File: src/sv/pse_pkg.sv
// ----------------------------------------------------------------------------
// pse_pkg
// Types and codes shared by the postfix stack evaluator modules.
// ----------------------------------------------------------------------------
package pse_pkg;

  localparam int DataW = 32;

  typedef enum logic [1:0] {
    MODE_PUSH = 2'd0,
    MODE_OP   = 2'd1,
    MODE_END  = 2'd2,
    MODE_NOP  = 2'd3
  } mode_t;

  typedef enum logic [2:0] {
    ST_OK       = 3'd0,
    ST_FEW      = 3'd1,
    ST_BAD_OP   = 3'd2,
    ST_OVERFLOW = 3'd3,
    ST_DIV_ZERO = 3'd4,
    ST_EMPTY    = 3'd5
  } status_t;

  localparam logic [7:0] ChPlus  = 8'h2B;
  localparam logic [7:0] ChMinus = 8'h2D;
  localparam logic [7:0] ChMul   = 8'h2A;
  localparam logic [7:0] ChDiv   = 8'h2F;

  // Classified operation handed from the front to the back.
  typedef enum logic [1:0] {
    OP_ADD = 2'd0,
    OP_SUB = 2'd1,
    OP_MUL = 2'd2,
    OP_DIV = 2'd3
  } alu_op_t;

  typedef enum logic [1:0] {
    EX_IDLE = 2'd0,
    EX_MUL  = 2'd1,
    EX_DIV  = 2'd2,
    EX_OUT  = 2'd3
  } ex_state_t;

endpackage

File: src/sv/pse_if.sv
// ----------------------------------------------------------------------------
// pse token and result channels
// Valid/ready channels carrying one input token or one result word.
// ----------------------------------------------------------------------------
interface pse_tok_if;
  logic              valid;
  logic              ready;
  logic [1:0]        mode;
  logic signed [31:0] number_value;
  logic [7:0]        operator_char;
  modport source (output valid, mode, number_value, operator_char, input ready);
  modport sink   (input valid, mode, number_value, operator_char, output ready);
endinterface

interface pse_res_if;
  logic              valid;
  logic              ready;
  logic [2:0]        status;
  logic signed [31:0] result_value;
  logic              expression_done;
  modport source (output valid, status, result_value, expression_done, input ready);
  modport sink   (input valid, status, result_value, expression_done, output ready);
endinterface

File: src/sv/postfix_stack_evaluator_unit.sv
// ----------------------------------------------------------------------------
// postfix_stack_evaluator_unit
// Postfix token evaluator on a bounded Q16.16 operand stack.
// ----------------------------------------------------------------------------
// Each accepted token gives one result word. Push, end, no-op and error tokens
// leave the back end free once their result can be taken; add and subtract
// hold it while the new second entry, if needed, is refilled from the RAM;
// multiply holds it through EX_MUL and EX_OUT, since the 32x32 product is
// registered before it is scaled and saturated; divide holds it through the
// 48 one-bit steps of the divider and the hand-over of the quotient. A
// two-entry queue in front keeps taking tokens while the back end works. The
// top two entries sit in registers, the rest in a RAM with a registered read.
module postfix_stack_evaluator_unit #(
  parameter int STACK_DEPTH = 16
) (
  input  logic       clk,
  input  logic       rst_n,
  pse_tok_if.sink    in_tok,
  pse_res_if.source  out_res
);
  import pse_pkg::*;

  logic             cmd_valid, cmd_ready, cmd_bad_op;
  mode_t            cmd_mode;
  alu_op_t          cmd_op;
  logic signed [31:0] cmd_num;

  pse_front u_front (
    .clk, .rst_n, .tok(in_tok), .cmd_valid, .cmd_ready,
    .cmd_mode, .cmd_op, .cmd_bad_op, .cmd_num
  );

  pse_back #(.STACK_DEPTH(STACK_DEPTH)) u_back (
    .clk, .rst_n, .cmd_valid, .cmd_ready, .cmd_mode, .cmd_op,
    .cmd_bad_op, .cmd_num, .res(out_res)
  );
endmodule

File: src/sv/pse_ram.sv
// ----------------------------------------------------------------------------
// pse_ram
// Generic single-write RAM with one registered read port.
// ----------------------------------------------------------------------------
module pse_ram #(
  parameter int WIDTH = 32,
  parameter int DEPTH = 16
) (
  input  logic                     clk,
  input  logic                     we,
  input  logic [$clog2(DEPTH)-1:0] waddr,
  input  logic [WIDTH-1:0]         wdata,
  input  logic [$clog2(DEPTH)-1:0] raddr,
  output logic [WIDTH-1:0]         rdata
);
  logic [WIDTH-1:0] mem [DEPTH];

  // Write port and registered read port.
  always_ff @(posedge clk) begin
    if (we) mem[waddr] <= wdata;
    rdata <= mem[raddr];
  end
endmodule

File: src/sv/pse_front.sv
// ----------------------------------------------------------------------------
// pse_front
// Accepts tokens and decodes them into a compact command word.
// ----------------------------------------------------------------------------
module pse_front (
  input  logic                 clk,
  input  logic                 rst_n,
  pse_tok_if.sink              tok,
  output logic                 cmd_valid,
  input  logic                 cmd_ready,
  output pse_pkg::mode_t       cmd_mode,
  output pse_pkg::alu_op_t     cmd_op,
  output logic                 cmd_bad_op,
  output logic signed [31:0]   cmd_num
);
  import pse_pkg::*;

  mode_t          q_mode_r  [2];
  alu_op_t        q_op_r    [2];
  logic           q_bad_r   [2];
  logic [31:0]    q_num_r   [2];
  logic           wp_r, rp_r;
  logic [1:0]     cnt_r;
  alu_op_t        dec_op;
  logic           dec_bad;
  logic           push, pop;

  // Operator byte decode.
  always_comb begin
    dec_bad = 1'b0;
    case (tok.operator_char)
      ChPlus:  dec_op = OP_ADD;
      ChMinus: dec_op = OP_SUB;
      ChMul:   dec_op = OP_MUL;
      ChDiv:   dec_op = OP_DIV;
      default: begin
        dec_op  = OP_ADD;
        dec_bad = 1'b1;
      end
    endcase
  end

  assign tok.ready = (cnt_r != 2'd2);
  assign push      = tok.valid && tok.ready;
  assign pop       = cmd_valid && cmd_ready;
  assign cmd_valid = (cnt_r != 2'd0);
  assign cmd_mode  = q_mode_r[rp_r];
  assign cmd_op    = q_op_r[rp_r];
  assign cmd_bad_op = q_bad_r[rp_r];
  assign cmd_num   = q_num_r[rp_r];

  // Two-entry command queue.
  always_ff @(posedge clk) begin
    if (!rst_n) begin
      wp_r  <= 1'b0;
      rp_r  <= 1'b0;
      cnt_r <= 2'd0;
    end else begin
      if (push) wp_r <= ~wp_r;
      if (pop)  rp_r <= ~rp_r;
      cnt_r <= cnt_r + {1'b0, push} - {1'b0, pop};
    end
  end

  always_ff @(posedge clk) begin
    if (push) begin
      q_mode_r[wp_r]  <= mode_t'(tok.mode);
      q_op_r[wp_r]    <= dec_op;
      q_bad_r[wp_r]   <= dec_bad;
      q_num_r[wp_r]   <= tok.number_value;
    end
  end
endmodule

File: src/sv/pse_div.sv
// ----------------------------------------------------------------------------
// pse_div
// Restoring divider on magnitudes, one quotient bit per cycle.
// ----------------------------------------------------------------------------
module pse_div #(
  parameter int NW = 48,
  parameter int DW = 32
) (
  input  logic          clk,
  input  logic          rst_n,
  input  logic          start,
  input  logic [NW-1:0] num,
  input  logic [DW-1:0] den,
  output logic          done,
  output logic [NW-1:0] quo
);
  localparam int CW = $clog2(NW + 1);

  logic [DW:0]   rem_r;
  logic [NW-1:0] q_r;
  logic [DW-1:0] d_r;
  logic [CW-1:0] cnt_r;
  logic          busy_r;
  logic [DW:0]   shifted;
  logic          ge;

  assign shifted = {rem_r[DW-1:0], q_r[NW-1]};
  assign ge      = shifted >= {1'b0, d_r};
  assign quo     = q_r;
  assign done    = busy_r && (cnt_r == CW'(0));

  // Iteration: shift in one dividend bit, subtract when it fits.
  always_ff @(posedge clk) begin
    if (!rst_n) begin
      busy_r <= 1'b0;
      cnt_r  <= '0;
    end else if (start) begin
      busy_r <= 1'b1;
      cnt_r  <= CW'(NW);
      rem_r  <= '0;
      q_r    <= num;
      d_r    <= den;
    end else if (busy_r) begin
      if (cnt_r == CW'(0)) begin
        busy_r <= 1'b0;
      end else begin
        cnt_r <= cnt_r - CW'(1);
        rem_r <= ge ? (shifted - {1'b0, d_r}) : shifted;
        q_r   <= {q_r[NW-2:0], ge};
      end
    end
  end
endmodule

File: src/sv/pse_back.sv
// ----------------------------------------------------------------------------
// pse_back
// Executes commands against the operand stack and produces results.
// ----------------------------------------------------------------------------
module pse_back #(
  parameter int STACK_DEPTH = 16
) (
  input  logic                 clk,
  input  logic                 rst_n,
  input  logic                 cmd_valid,
  output logic                 cmd_ready,
  input  pse_pkg::mode_t       cmd_mode,
  input  pse_pkg::alu_op_t     cmd_op,
  input  logic                 cmd_bad_op,
  input  logic signed [31:0]   cmd_num,
  pse_res_if.source            res
);
  import pse_pkg::*;

  localparam int AW = (STACK_DEPTH > 2) ? $clog2(STACK_DEPTH) : 1;
  localparam int CW = $clog2(STACK_DEPTH + 1);
  localparam logic [31:0] MaxV = 32'h7FFF_FFFF;
  localparam logic [31:0] MinV = 32'h8000_0000;

  // Top two entries are kept in registers; deeper entries live in RAM.
  logic [31:0]   top_r, nos_r;
  logic [CW-1:0] cnt_r, cnt_nxt;
  ex_state_t     st_r, st_nxt;
  alu_op_t       op_r;
  logic [31:0]   a_r, b_r;
  logic          neg_r;
  logic [63:0]   prod_r;
  logic          o_valid_r;
  logic [2:0]    o_status_r;
  logic [31:0]   o_value_r;
  logic          o_done_r;
  logic          refill_r;

  logic          ram_we;
  logic [AW-1:0] ram_waddr, ram_raddr;
  logic [31:0]   ram_wdata, ram_rdata;

  logic          take;
  logic          out_free;
  logic [31:0]   ma, mb;
  logic [32:0]   sum;
  logic [31:0]   addv;
  logic [47:0]   div_num;
  logic          div_start, div_done;
  logic [47:0]   div_quo;
  logic [31:0]   mul_res, div_res;

  pse_ram #(.WIDTH(32), .DEPTH(STACK_DEPTH)) u_ram (
    .clk, .we(ram_we), .waddr(ram_waddr), .wdata(ram_wdata),
    .raddr(ram_raddr), .rdata(ram_rdata)
  );

  assign out_free  = !o_valid_r || res.ready;
  assign cmd_ready = (st_r == EX_IDLE) && out_free && !refill_r;
  assign take      = cmd_valid && cmd_ready;

  function automatic logic [31:0] sat_mag(input logic [47:0] m, input logic neg);
    logic [47:0] lim;
    logic [31:0] r;
    begin
      lim = neg ? 48'h0000_8000_0000 : 48'h0000_7FFF_FFFF;
      r   = (m > lim) ? lim[31:0] : m[31:0];
      sat_mag = neg ? (32'd0 - r) : r;
    end
  endfunction

  assign ma = nos_r[31] ? (32'd0 - nos_r) : nos_r;
  assign mb = top_r[31] ? (32'd0 - top_r) : top_r;
  assign sum = (cmd_op == OP_SUB) ? ({nos_r[31], nos_r} - {top_r[31], top_r})
                                  : ({nos_r[31], nos_r} + {top_r[31], top_r});
  assign addv = (sum[32] != sum[31]) ? (sum[32] ? MinV : MaxV) : sum[31:0];
  assign div_num = {ma, 16'd0};
  assign div_start = take && cmd_mode == MODE_OP && cnt_r >= CW'(2) && !cmd_bad_op
                     && cmd_op == OP_DIV && top_r != 32'd0;
  assign mul_res = sat_mag((prod_r[63:48] != 16'd0) ? 48'hFFFF_FFFF_FFFF : prod_r[63:16],
                           neg_r);
  assign div_res = sat_mag(div_quo, neg_r);

  // The divider latches its operands at start, so it takes the live divisor.
  pse_div #(.NW(48), .DW(32)) u_div (
    .clk, .rst_n, .start(div_start), .num(div_num), .den(mb),
    .done(div_done), .quo(div_quo)
  );

  // RAM port: spill nos on push, read new nos after a pop.
  always_comb begin
    ram_we    = take && cmd_mode == MODE_PUSH && cnt_r >= CW'(2)
                && cnt_r < CW'(STACK_DEPTH);
    ram_waddr = AW'(cnt_r - CW'(2));
    ram_wdata = nos_r;
    ram_raddr = AW'(cnt_r - CW'(3));
  end

  // Next state of the execute sequencer.
  always_comb begin
    st_nxt = st_r;
    case (st_r)
      EX_IDLE: if (take && cmd_mode == MODE_OP && cnt_r >= CW'(2) && !cmd_bad_op) begin
        if (cmd_op == OP_MUL) st_nxt = EX_MUL;
        else if (div_start)   st_nxt = EX_DIV;
      end
      EX_MUL:  st_nxt = EX_OUT;
      EX_DIV:  if (div_done) st_nxt = EX_OUT;
      EX_OUT:  if (out_free) st_nxt = EX_IDLE;
      default: st_nxt = EX_IDLE;
    endcase
  end

  // Stack count update.
  always_comb begin
    cnt_nxt = cnt_r;
    if (take) begin
      case (cmd_mode)
        MODE_PUSH: cnt_nxt = (cnt_r >= CW'(STACK_DEPTH)) ? '0 : cnt_r + CW'(1);
        MODE_OP: begin
          if (cnt_r < CW'(2) || cmd_bad_op) cnt_nxt = '0;
          else if (cmd_op == OP_DIV && top_r == 32'd0) cnt_nxt = '0;
          else cnt_nxt = cnt_r - CW'(1);
        end
        MODE_END: cnt_nxt = '0;
        default:  cnt_nxt = cnt_r;
      endcase
    end
  end

  always_ff @(posedge clk) begin
    if (!rst_n) begin
      st_r      <= EX_IDLE;
      cnt_r     <= '0;
      o_valid_r <= 1'b0;
      refill_r  <= 1'b0;
    end else begin
      st_r     <= st_nxt;
      cnt_r    <= cnt_nxt;
      refill_r <= take && cmd_mode == MODE_OP && cnt_nxt >= CW'(2)
                  && cnt_nxt < cnt_r;
      if (res.valid && res.ready) o_valid_r <= 1'b0;
      if (take || (st_r == EX_OUT && out_free)) o_valid_r <= 1'b1;
    end
  end

  // Datapath registers.
  always_ff @(posedge clk) begin
    if (refill_r) nos_r <= ram_rdata;
    if (take) begin
      o_status_r <= ST_OK;
      o_value_r  <= '0;
      o_done_r   <= 1'b0;
      op_r       <= cmd_op;
      a_r        <= ma;
      b_r        <= mb;
      neg_r      <= nos_r[31] ^ top_r[31];
      case (cmd_mode)
        MODE_PUSH: begin
          if (cnt_r >= CW'(STACK_DEPTH)) o_status_r <= ST_OVERFLOW;
          else begin
            nos_r <= top_r;
            top_r <= cmd_num;
          end
        end
        MODE_OP: begin
          if (cnt_r < CW'(2)) o_status_r <= ST_FEW;
          else if (cmd_bad_op) o_status_r <= ST_BAD_OP;
          else if (cmd_op == OP_DIV && top_r == 32'd0) begin
            o_status_r <= ST_DIV_ZERO;
            o_value_r  <= nos_r[31] ? MinV : MaxV;
          end else if (cmd_op == OP_ADD || cmd_op == OP_SUB) top_r <= addv;
        end
        MODE_END: begin
          if (cnt_r == '0) o_status_r <= ST_EMPTY;
          else begin
            o_value_r <= top_r;
            o_done_r  <= 1'b1;
          end
        end
        default: ;
      endcase
    end
    if (st_r == EX_MUL) prod_r <= {32'd0, a_r} * {32'd0, b_r};
    if (st_r == EX_OUT && out_free) top_r <= (op_r == OP_MUL) ? mul_res : div_res;
  end

  assign res.valid           = o_valid_r && st_r != EX_MUL && st_r != EX_DIV
                               && st_r != EX_OUT;
  assign res.status          = o_status_r;
  assign res.result_value    = o_value_r;
  assign res.expression_done = o_done_r;
endmodule

File: src/flat_wrapper.sv
// flat-port wrapper written by rule: the top's interface ports become plain ports
module postfix_stack_evaluator_unit_flat import pse_pkg::*;
#(
  parameter int STACK_DEPTH = 16
)
  (clk, rst_n, in_tok_valid, in_tok_mode, in_tok_number_value, in_tok_operator_char, in_tok_ready, out_res_valid, out_res_status, out_res_result_value, out_res_expression_done, out_res_ready);
  pse_tok_if in_tok_i ();
  pse_res_if out_res_i ();
  input  logic clk;
  input  logic rst_n;
  input wire logic [$bits(in_tok_i.valid)-1:0] in_tok_valid;
  input wire logic [$bits(in_tok_i.mode)-1:0] in_tok_mode;
  input wire logic [$bits(in_tok_i.number_value)-1:0] in_tok_number_value;
  input wire logic [$bits(in_tok_i.operator_char)-1:0] in_tok_operator_char;
  output wire logic [$bits(in_tok_i.ready)-1:0] in_tok_ready;
  output wire logic [$bits(out_res_i.valid)-1:0] out_res_valid;
  output wire logic [$bits(out_res_i.status)-1:0] out_res_status;
  output wire logic [$bits(out_res_i.result_value)-1:0] out_res_result_value;
  output wire logic [$bits(out_res_i.expression_done)-1:0] out_res_expression_done;
  input wire logic [$bits(out_res_i.ready)-1:0] out_res_ready;
  assign in_tok_i.valid = in_tok_valid;
  assign in_tok_i.mode = in_tok_mode;
  assign in_tok_i.number_value = in_tok_number_value;
  assign in_tok_i.operator_char = in_tok_operator_char;
  assign in_tok_ready = in_tok_i.ready;
  assign out_res_valid = out_res_i.valid;
  assign out_res_status = out_res_i.status;
  assign out_res_result_value = out_res_i.result_value;
  assign out_res_expression_done = out_res_i.expression_done;
  assign out_res_i.ready = out_res_ready;
  postfix_stack_evaluator_unit #(.STACK_DEPTH(STACK_DEPTH)) u_core (.clk(clk), .rst_n(rst_n), .in_tok(in_tok_i), .out_res(out_res_i));
endmodule
File: config.mk
export PLATFORM = sky130hd
export DESIGN_NAME = postfix_stack_evaluator_unit_flat
export DESIGN_NICKNAME = d
export VERILOG_FILES = /design/src/sv/pse_pkg.sv /design/src/sv/pse_if.sv /design/src/sv/postfix_stack_evaluator_unit.sv /design/src/sv/pse_ram.sv /design/src/sv/pse_front.sv /design/src/sv/pse_div.sv /design/src/sv/pse_back.sv /design/src/flat_wrapper.sv
export SDC_FILE = /design/constraint.sdc
export NUM_CORES = 2
export LEC_CHECK = 0
export BUFFER_PORTS_ARGS = -buffer_cell sky130_fd_sc_hd__clkbuf_2
export CAP_MARGIN = 20
export CORE_MARGIN = 8
export CORE_UTILIZATION = 35
export DETAILED_ROUTE_END_ITERATION = 6
export PLACE_DENSITY_LB_ADDON = 0.3
export SETUP_SLACK_MARGIN = 0.02
export SLEW_MARGIN = 20
export SYNTH_ARGS = -nofsm -noshare
export SYNTH_HDL_FRONTEND = slang
export SYNTH_SLANG_ARGS = --single-unit
File: constraint.sdc
create_clock -name clk -period 39.3 [get_ports clk]
set_clock_uncertainty 0.05 [all_clocks]
set_input_delay 3.93 -clock clk [delete_from_list [all_inputs] [get_ports clk]]
set_output_delay 3.93 -clock clk [all_outputs]
set_load 0.005 [all_outputs]
### Word-level counts from Yosys, hierarchy flattened

Memories as Yosys holds them, arrays and structs flattened. A register that Yosys moved wholly into a read port is not among the register bits.
Index checks and enable logic that the tools add are counted.

* memories kept: 5
* memory bits (writable): 586
* register bits after elaboration: 363
* bits of input ports: 46
* bits in latches: 0
* ROM bits: 0

* multiplexer cells: 76
* $mul: 1
* reductions and logical operators: 49
* add/sub/neg operators: 14
* shifts and indexed selects: 0
* bitwise operators: 5
* order comparisons: 9
* divide/modulo/power cells: 0
* equal/unequal tests: 28

Memories
* u_core.u_back.u_ram.mem: depth 16, width 32, rd ports 1, clocked after memory_dff 1, write ports 1, line pse_ram.sv:16 `logic [WIDTH-1:0] mem [DEPTH];`
* u_core.u_front.q_num_r: depth 2, width 32, rd ports 1, clocked after memory_dff 1, write ports 1, line pse_front.sv:21 `logic [31:0] q_num_r [2];`
* u_core.u_front.q_mode_r: depth 2, width 2, rd ports 1, clocked after memory_dff 1, write ports 1, line pse_front.sv:18 `mode_t q_mode_r [2];`
* u_core.u_front.q_op_r: depth 2, width 2, rd ports 1, clocked after memory_dff 1, write ports 1, line pse_front.sv:19 `alu_op_t q_op_r [2];`
* u_core.u_front.q_bad_r: depth 2, width 1, rd ports 1, clocked after memory_dff 1, write ports 1, line pse_front.sv:20 `logic q_bad_r [2];`

Operators by type and width (count)
* $mux W32: 29
* $mux W48: 4
* $pmux W32 S2: 2
* $sub A1 B32 Y32 const A: 4
* $mul A32 B32 Y64: 1
* $gt A48 B32 Y1: 1
* $gt A48 B48 Y1: 1
* $add A32 B32 Y33: 1
* $ge A33 B32 Y1: 1
* $mux W33: 1
* $sub A32 B32 Y33: 1
* $eq A8 B6 Y1 const B: 4
* $logic_not A32 Y1: 1
* $reduce_bool A32 Y1: 1
* $sub A32 B32 Y32: 1
* $logic_and A1 B1 Y1: 21
* $mux W5: 4
* $mux W1: 19
* $mux W6: 3
* $reduce_bool A16 Y1: 1
* $ne A3 B2 Y1 const B: 5
* $pmux W5 S3: 1
* $eq A2 B2 Y1 const B: 6
* $mux W2: 6
* other kinds (35): 63

### Depth between registers and ports, before layout

* depth in word-level cells: 14
* depth in mapped cells: 27
* depth with buffers taken out: 26

### By module

A second synthesis with hierarchy kept.

* cell total of the unflattened synthesis: 7009
* area total of the unflattened synthesis: 78783.1 um2

Modules (own cells, without submodules)
* pse_back: area each 49376.1 um2, seq. area each 6316.1 um2, instances 1, cells each 5472
* pse_ram: area each 19835.3 um2, seq. area each 16015.4 um2, instances 1, cells each 838
* pse_div: area each 6582.6 um2, seq. area each 3503.4 um2, instances 1, cells each 546
* pse_front: area each 2989.1 um2, seq. area each 2322.2 um2, instances 1, cells each 153

### Worst setup path after synthesis

No wires, ideal clock.

* path type: input to register
* from: input out_res_ready
* to: register u_core.u_back.u_div.q_r[0], in the netlist u_core.u_back.u_div.quo[0], enable pin
* cell stages on the path: 9
* arrival time: 15.072 ns
* setup slack: 23.659 ns
* data required time: 38.731 ns
* cell sequence: nor2b_1 -> nor4b_2 -> and4_1 -> nand2_1 -> nor2_1 -> buf_2 -> clkbuf_1 -> nor2_1 -> nor2_1

* cells in the longest elaborated chain, start to end: 11

Ends and longest elaborated chain
* start: declaration: line flat_wrapper.sv:20 `input wire logic [$bits(out_res_i.ready)-1:0] out_res_ready;`
* $logic_or A1 B1 Y1 (*): line pse_back.sv:58 `assign out_free = !o_valid_r || res.ready;`
* $logic_and A1 B1 Y1 (*) (2 in series): line pse_back.sv:59 `assign cmd_ready = (st_r == EX_IDLE) && out_free && !refill_r;`
* $logic_and A1 B1 Y1 (*): line pse_back.sv:60 `assign take = cmd_valid && cmd_ready;`
* net u_core.u_back.take: line pse_back.sv:43 `logic take;`
* $logic_and A1 B1 Y1 (*) (3 in series): line pse_back.sv:78 `assign div_start = take && cmd_mode == MODE_OP && cnt_r >= CW'(2) && !cmd_bad_op`
* $logic_and A1 B1 Y1 (*) (2 in series): line pse_back.sv:79 `&& cmd_op == OP_DIV && top_r != 32'd0;`
* $ne A2 B2 Y1 (no line) or $reduce_bool A2 Y1 (tied branches)
* $reduce_and A3 Y1 (no line) (*)
* end signal: assignment: line pse_div.sv:41 `q_r <= num;`
* end signal: assignment: line pse_div.sv:49 `q_r <= {q_r[NW-2:0], ge};`
* end: declaration: line pse_div.sv:20 `logic [NW-1:0] q_r;`

The timed path passes the listed nets; every way through them passes the cells marked *.
A chain may end at the register's enable or synchronous reset.

### Worst setup path in the final report

* from: register u_core.u_back.a_r[16]
* to: register u_core.u_back.prod_r[46], data pin

* cells in the longest elaborated chain, start to end: 1

Ends and longest elaborated chain
* start: declaration: line pse_back.sv:30 `logic [31:0] a_r, b_r;`
* start signal: assignment: line pse_back.sv:155 `a_r <= ma;`
* $mul A32 B32 Y64: line pse_back.sv:184 `if (st_r == EX_MUL) prod_r <= {32'd0, a_r} * {32'd0, b_r};`
* end signal: assignment: line pse_back.sv:184
* end: declaration: line pse_back.sv:32 `logic [63:0] prod_r;`

No other way between the ends.

==> impl_metrics.yaml <==
status:
  status: "completed"
clock_network:
  cts_resized: 0
  cts_sinks: 966
  hold_buffers: 0
  path_clk_slew_ns: 0.06
  cts_tree: "done"
  postCtsSetupRepairBufs: 0
  insertion_delay_ns: 0.71
  h-tree-depth: 3
  cts_buffer_depth: 3
  clock-root-buffer: "clkbuf_16"
  cts-buffers-inserted: 91
setup_path:
  path_class: "reg2reg"
  worst-path-buf-inv: 5
  critical_path.top_delay_family: "adder cells"
  cpMostUsedCell: "fa_1"
  rrSetupSlack_ns: 30.31
  cpPeakStageDelay_ns: 0.89
  endpoint_kind: "register"
  rr_endpoint: "u_core.u_back.prod_r[46]"
  crit_slowest_cell: "o31ai_1"
  critPathRequiredTime_ns: 39.68
  start_kind: "register"
  cp_cell_sequence: "buf_4 -> and2_1 -> fa_1 -> inv_1 -> fa_1 -> fa_1 -> fa_1 -> inv_1 -> fa_1 -> inv_1 -> fa_1 -> inv_1 -> fa_1 -> fa_1 -> ha_1 -> nand4_1 -> or4b_2 -> o21ai_1 -> nor4_1 -> o31ai_1 -> a221oi_1 -> o21ai_1 -> a21boi_0 -> xnor2_1"
  cp.arrival_ns: 9.37
  r2r_start: "u_core.u_back.a_r[16]"
  crit_path_max_fanout: 32
  reg2reg_depth: 24
floorplan:
  dieArea_um2: 238000
  die_h_um: 488
  fp.dieW_um: 488
  coreArea_um2: 222000
  std_cell_rows: 173
  initial_core_util: 0.352
  io_pins: 84
min_path:
  holdPathStages: 1
  worstHoldPathType: "reg2reg"
  min_from: "u_core.u_back.u_div.cnt_r[2]"
  min_delay_worst_endpoint: "u_core.u_back.u_div.cnt_r[2]"
placement:
  dp_hpwl_um: 163000
  portBuffers: 83
  gp_congestion: 0.920
logic_synthesis:
  yosysWarningCount: 0
  synth_fp_nets: 8160
  synth_ff_type: "edfxtp_1"
  synth_edf_count: 881
  synthArstFlopShare: 0
  synth-seq-cells: 966
  yosysUniqueCellTypes: 101
  syn_avg_cell_area_um2: 11.5
  netlist_area_um2: 78000
  yosysSeqAreaShare: 0.361
  netlist_instances: 6800
route:
  dr.pass1.iters: 6
  final_antenna_net_count: 0
  wl_per_cell_um: 23.8
  drc_errors: 0
  num_vias: 51900
  via_per_inst: 5.28
  finalWirelength_um: 233000
  drt_first_iter_violations: 4558
sta:
  fmax_ghz: 0.111
  tns_ns: 0
  hold_violations: 0
  fin_crit_sh: 0.229
  setup_viol: 0
  tightest_slew_ns: 1.17
  rsz0062_at_grt: "false"
  fin_crit_ns: 8.99
  slew-limit-headroom: 0.214
  drv_slew: 0
finish:
  fin_nets: 8121
  layout_commonest_cell: "inv_1"
  layout_common_cells: "inv_1 (952), fa_1 (897), edfxtp_1 (881)"
  syn2layout_area_growth_pct: 9.12
  layout-drive-gt1-share: 0.0958
  n_fill_cell: 21300
global_routing:
  grt_pass1_vias: 54400
  grt_antenna_before_repair: 15
  grt_max_degree: 80
  grt_remaining_overflow: 0
  track_usage: 0.195
  grt_pass1_wl_um: 353000
job:
  drv_cap: 0
-- metrics by stage --
step                std cells  hold slack (ns)   util  setup slack, ns  area, um^2
finish                   9822            0.449  0.384            30.31       85200
global route             9812            0.487  0.384            30.05       85100
CTS                      9811            0.451  0.384            30.45       85100
detailed placement       9642            0.439  0.370            30.52       82100
global placement         9642            0.426  0.370            30.49       82100
floorplan                6800            0.413      -            23.66       78000
-- worst max-delay path by stage --
stage | from | to | slack, ns | cells past startpoint
6_report | u_core.u_back.a_r[16] | u_core.u_back.prod_r[46] | 30.31 | 24
3_5_place_dp | u_core.u_back.a_r[16] | u_core.u_back.prod_r[46] | 30.52 | 24
5_1_grt | u_core.u_back.a_r[15] | u_core.u_back.prod_r[46] | 30.05 | 24
3_3_place_gp | u_core.u_back.a_r[16] | u_core.u_back.prod_r[46] | 30.49 | 24
4_1_cts | u_core.u_back.a_r[16] | u_core.u_back.prod_r[46] | 30.45 | 24
2_1_floorplan | out_res_ready | u_core.u_back.u_div.quo[0] | 23.66 | 9
-- state kept, by name, indices dropped and copies added (netlist names), 48 cells and up, named ones only --
signal / flops
u_core.u_back.prod_r: 48
u_core.u_back.u_div.quo: 48
u_core.u_back.u_ram.mem: 512
u_core.u_front.q_num_r: 64
-- synthesized netlist by cell type, drive strengths merged, types with 18 or more instances --
library cell | instances | area (um^2)
inv | 953 | 3580
fa | 897 | 18000
edfxtp | 881 | 26500
nand2 | 699 | 2620
and2 | 606 | 3790
ha | 417 | 5220
clkbuf | 331 | 1240
nor2 | 217 | 815
o21ai | 189 | 953
a21oi | 182 | 915
mux4 | 160 | 3600
xnor2 | 144 | 1260
mux2i | 88 | 881
dfxtp | 85 | 1700
a21o | 83 | 623
xor2 | 69 | 612
nor3 | 61 | 320
nand3 | 52 | 260
nor2b | 49 | 307
nand4 | 47 | 294
mux2 | 42 | 473
o31ai | 40 | 305
nand2b | 39 | 259
nor4 | 39 | 287
a21boi | 38 | 285
or3 | 34 | 228
buf | 31 | 143
o21a | 31 | 233
a211oi | 29 | 218
or2 | 23 | 144
a31oi | 21 | 131
o211ai | 18 | 135
-- layout make-up --
| type | count | area, um^2 | share of cell area |
|---|---|---|---|
| Clock inverter | 57 | 581 | 0.00682 |
| Sequential cell | 966 | 28200 | 0.331 |
| Multi-Input combinational cell | 4519 | 45100 | 0.530 |
| Timing Repair Buffer | 230 | 1530 | 0.0180 |
| Clock buffer | 112 | 2420 | 0.0284 |
| Inverter | 953 | 3580 | 0.0420 |
| Antenna cell | 10 | 25.0 | 0.000294 |
| Tap cell | 2975 | 3720 | 0.0437 |
-- worst register-to-register path, stage by stage (launching register included) --
cell      delay, ns
edfxtp_1       0.36
buf_4          0.31
and2_1         0.28
fa_1           0.54
inv_1          0.05
fa_1           0.49
fa_1           0.47
fa_1           0.56
inv_1          0.05
fa_1           0.51
inv_1          0.06
fa_1           0.53
inv_1          0.05
fa_1           0.49
fa_1           0.42
ha_1           0.40
nand4_1        0.11
or4b_2         0.65
o21ai_1        0.31
nor4_1         0.14
o31ai_1        0.89
a221oi_1       0.33
o21ai_1        0.34
a21boi_0       0.16
xnor2_1        0.16
-- cells by family after synthesis --
group           count (synthesis)  share of synthesized area
mux                           290                     0.0635
compound gates                769                     0.0643
fa+ha+maj                    1320                      0.298
flops                         966                      0.361
buf+inv                      1315                     0.0636
xor+xnor                      213                     0.0240
simple gates                 1927                      0.126
-- metal layers --
layer,wire (um),part of all wire,up-vias,GRT usage
li1,-,-,22600,-
met1,99200,0.42,26800,0.265
met2,107000,0.46,2076,0.313
met3,18600,0.079,401,0.0418
met4,8260,0.035,6,0.0615
met5,38,0.00016,-,0.000604
Power is not shown: default switching activity piles up to over one toggle a cycle in this logic, so the estimate is an artifact.
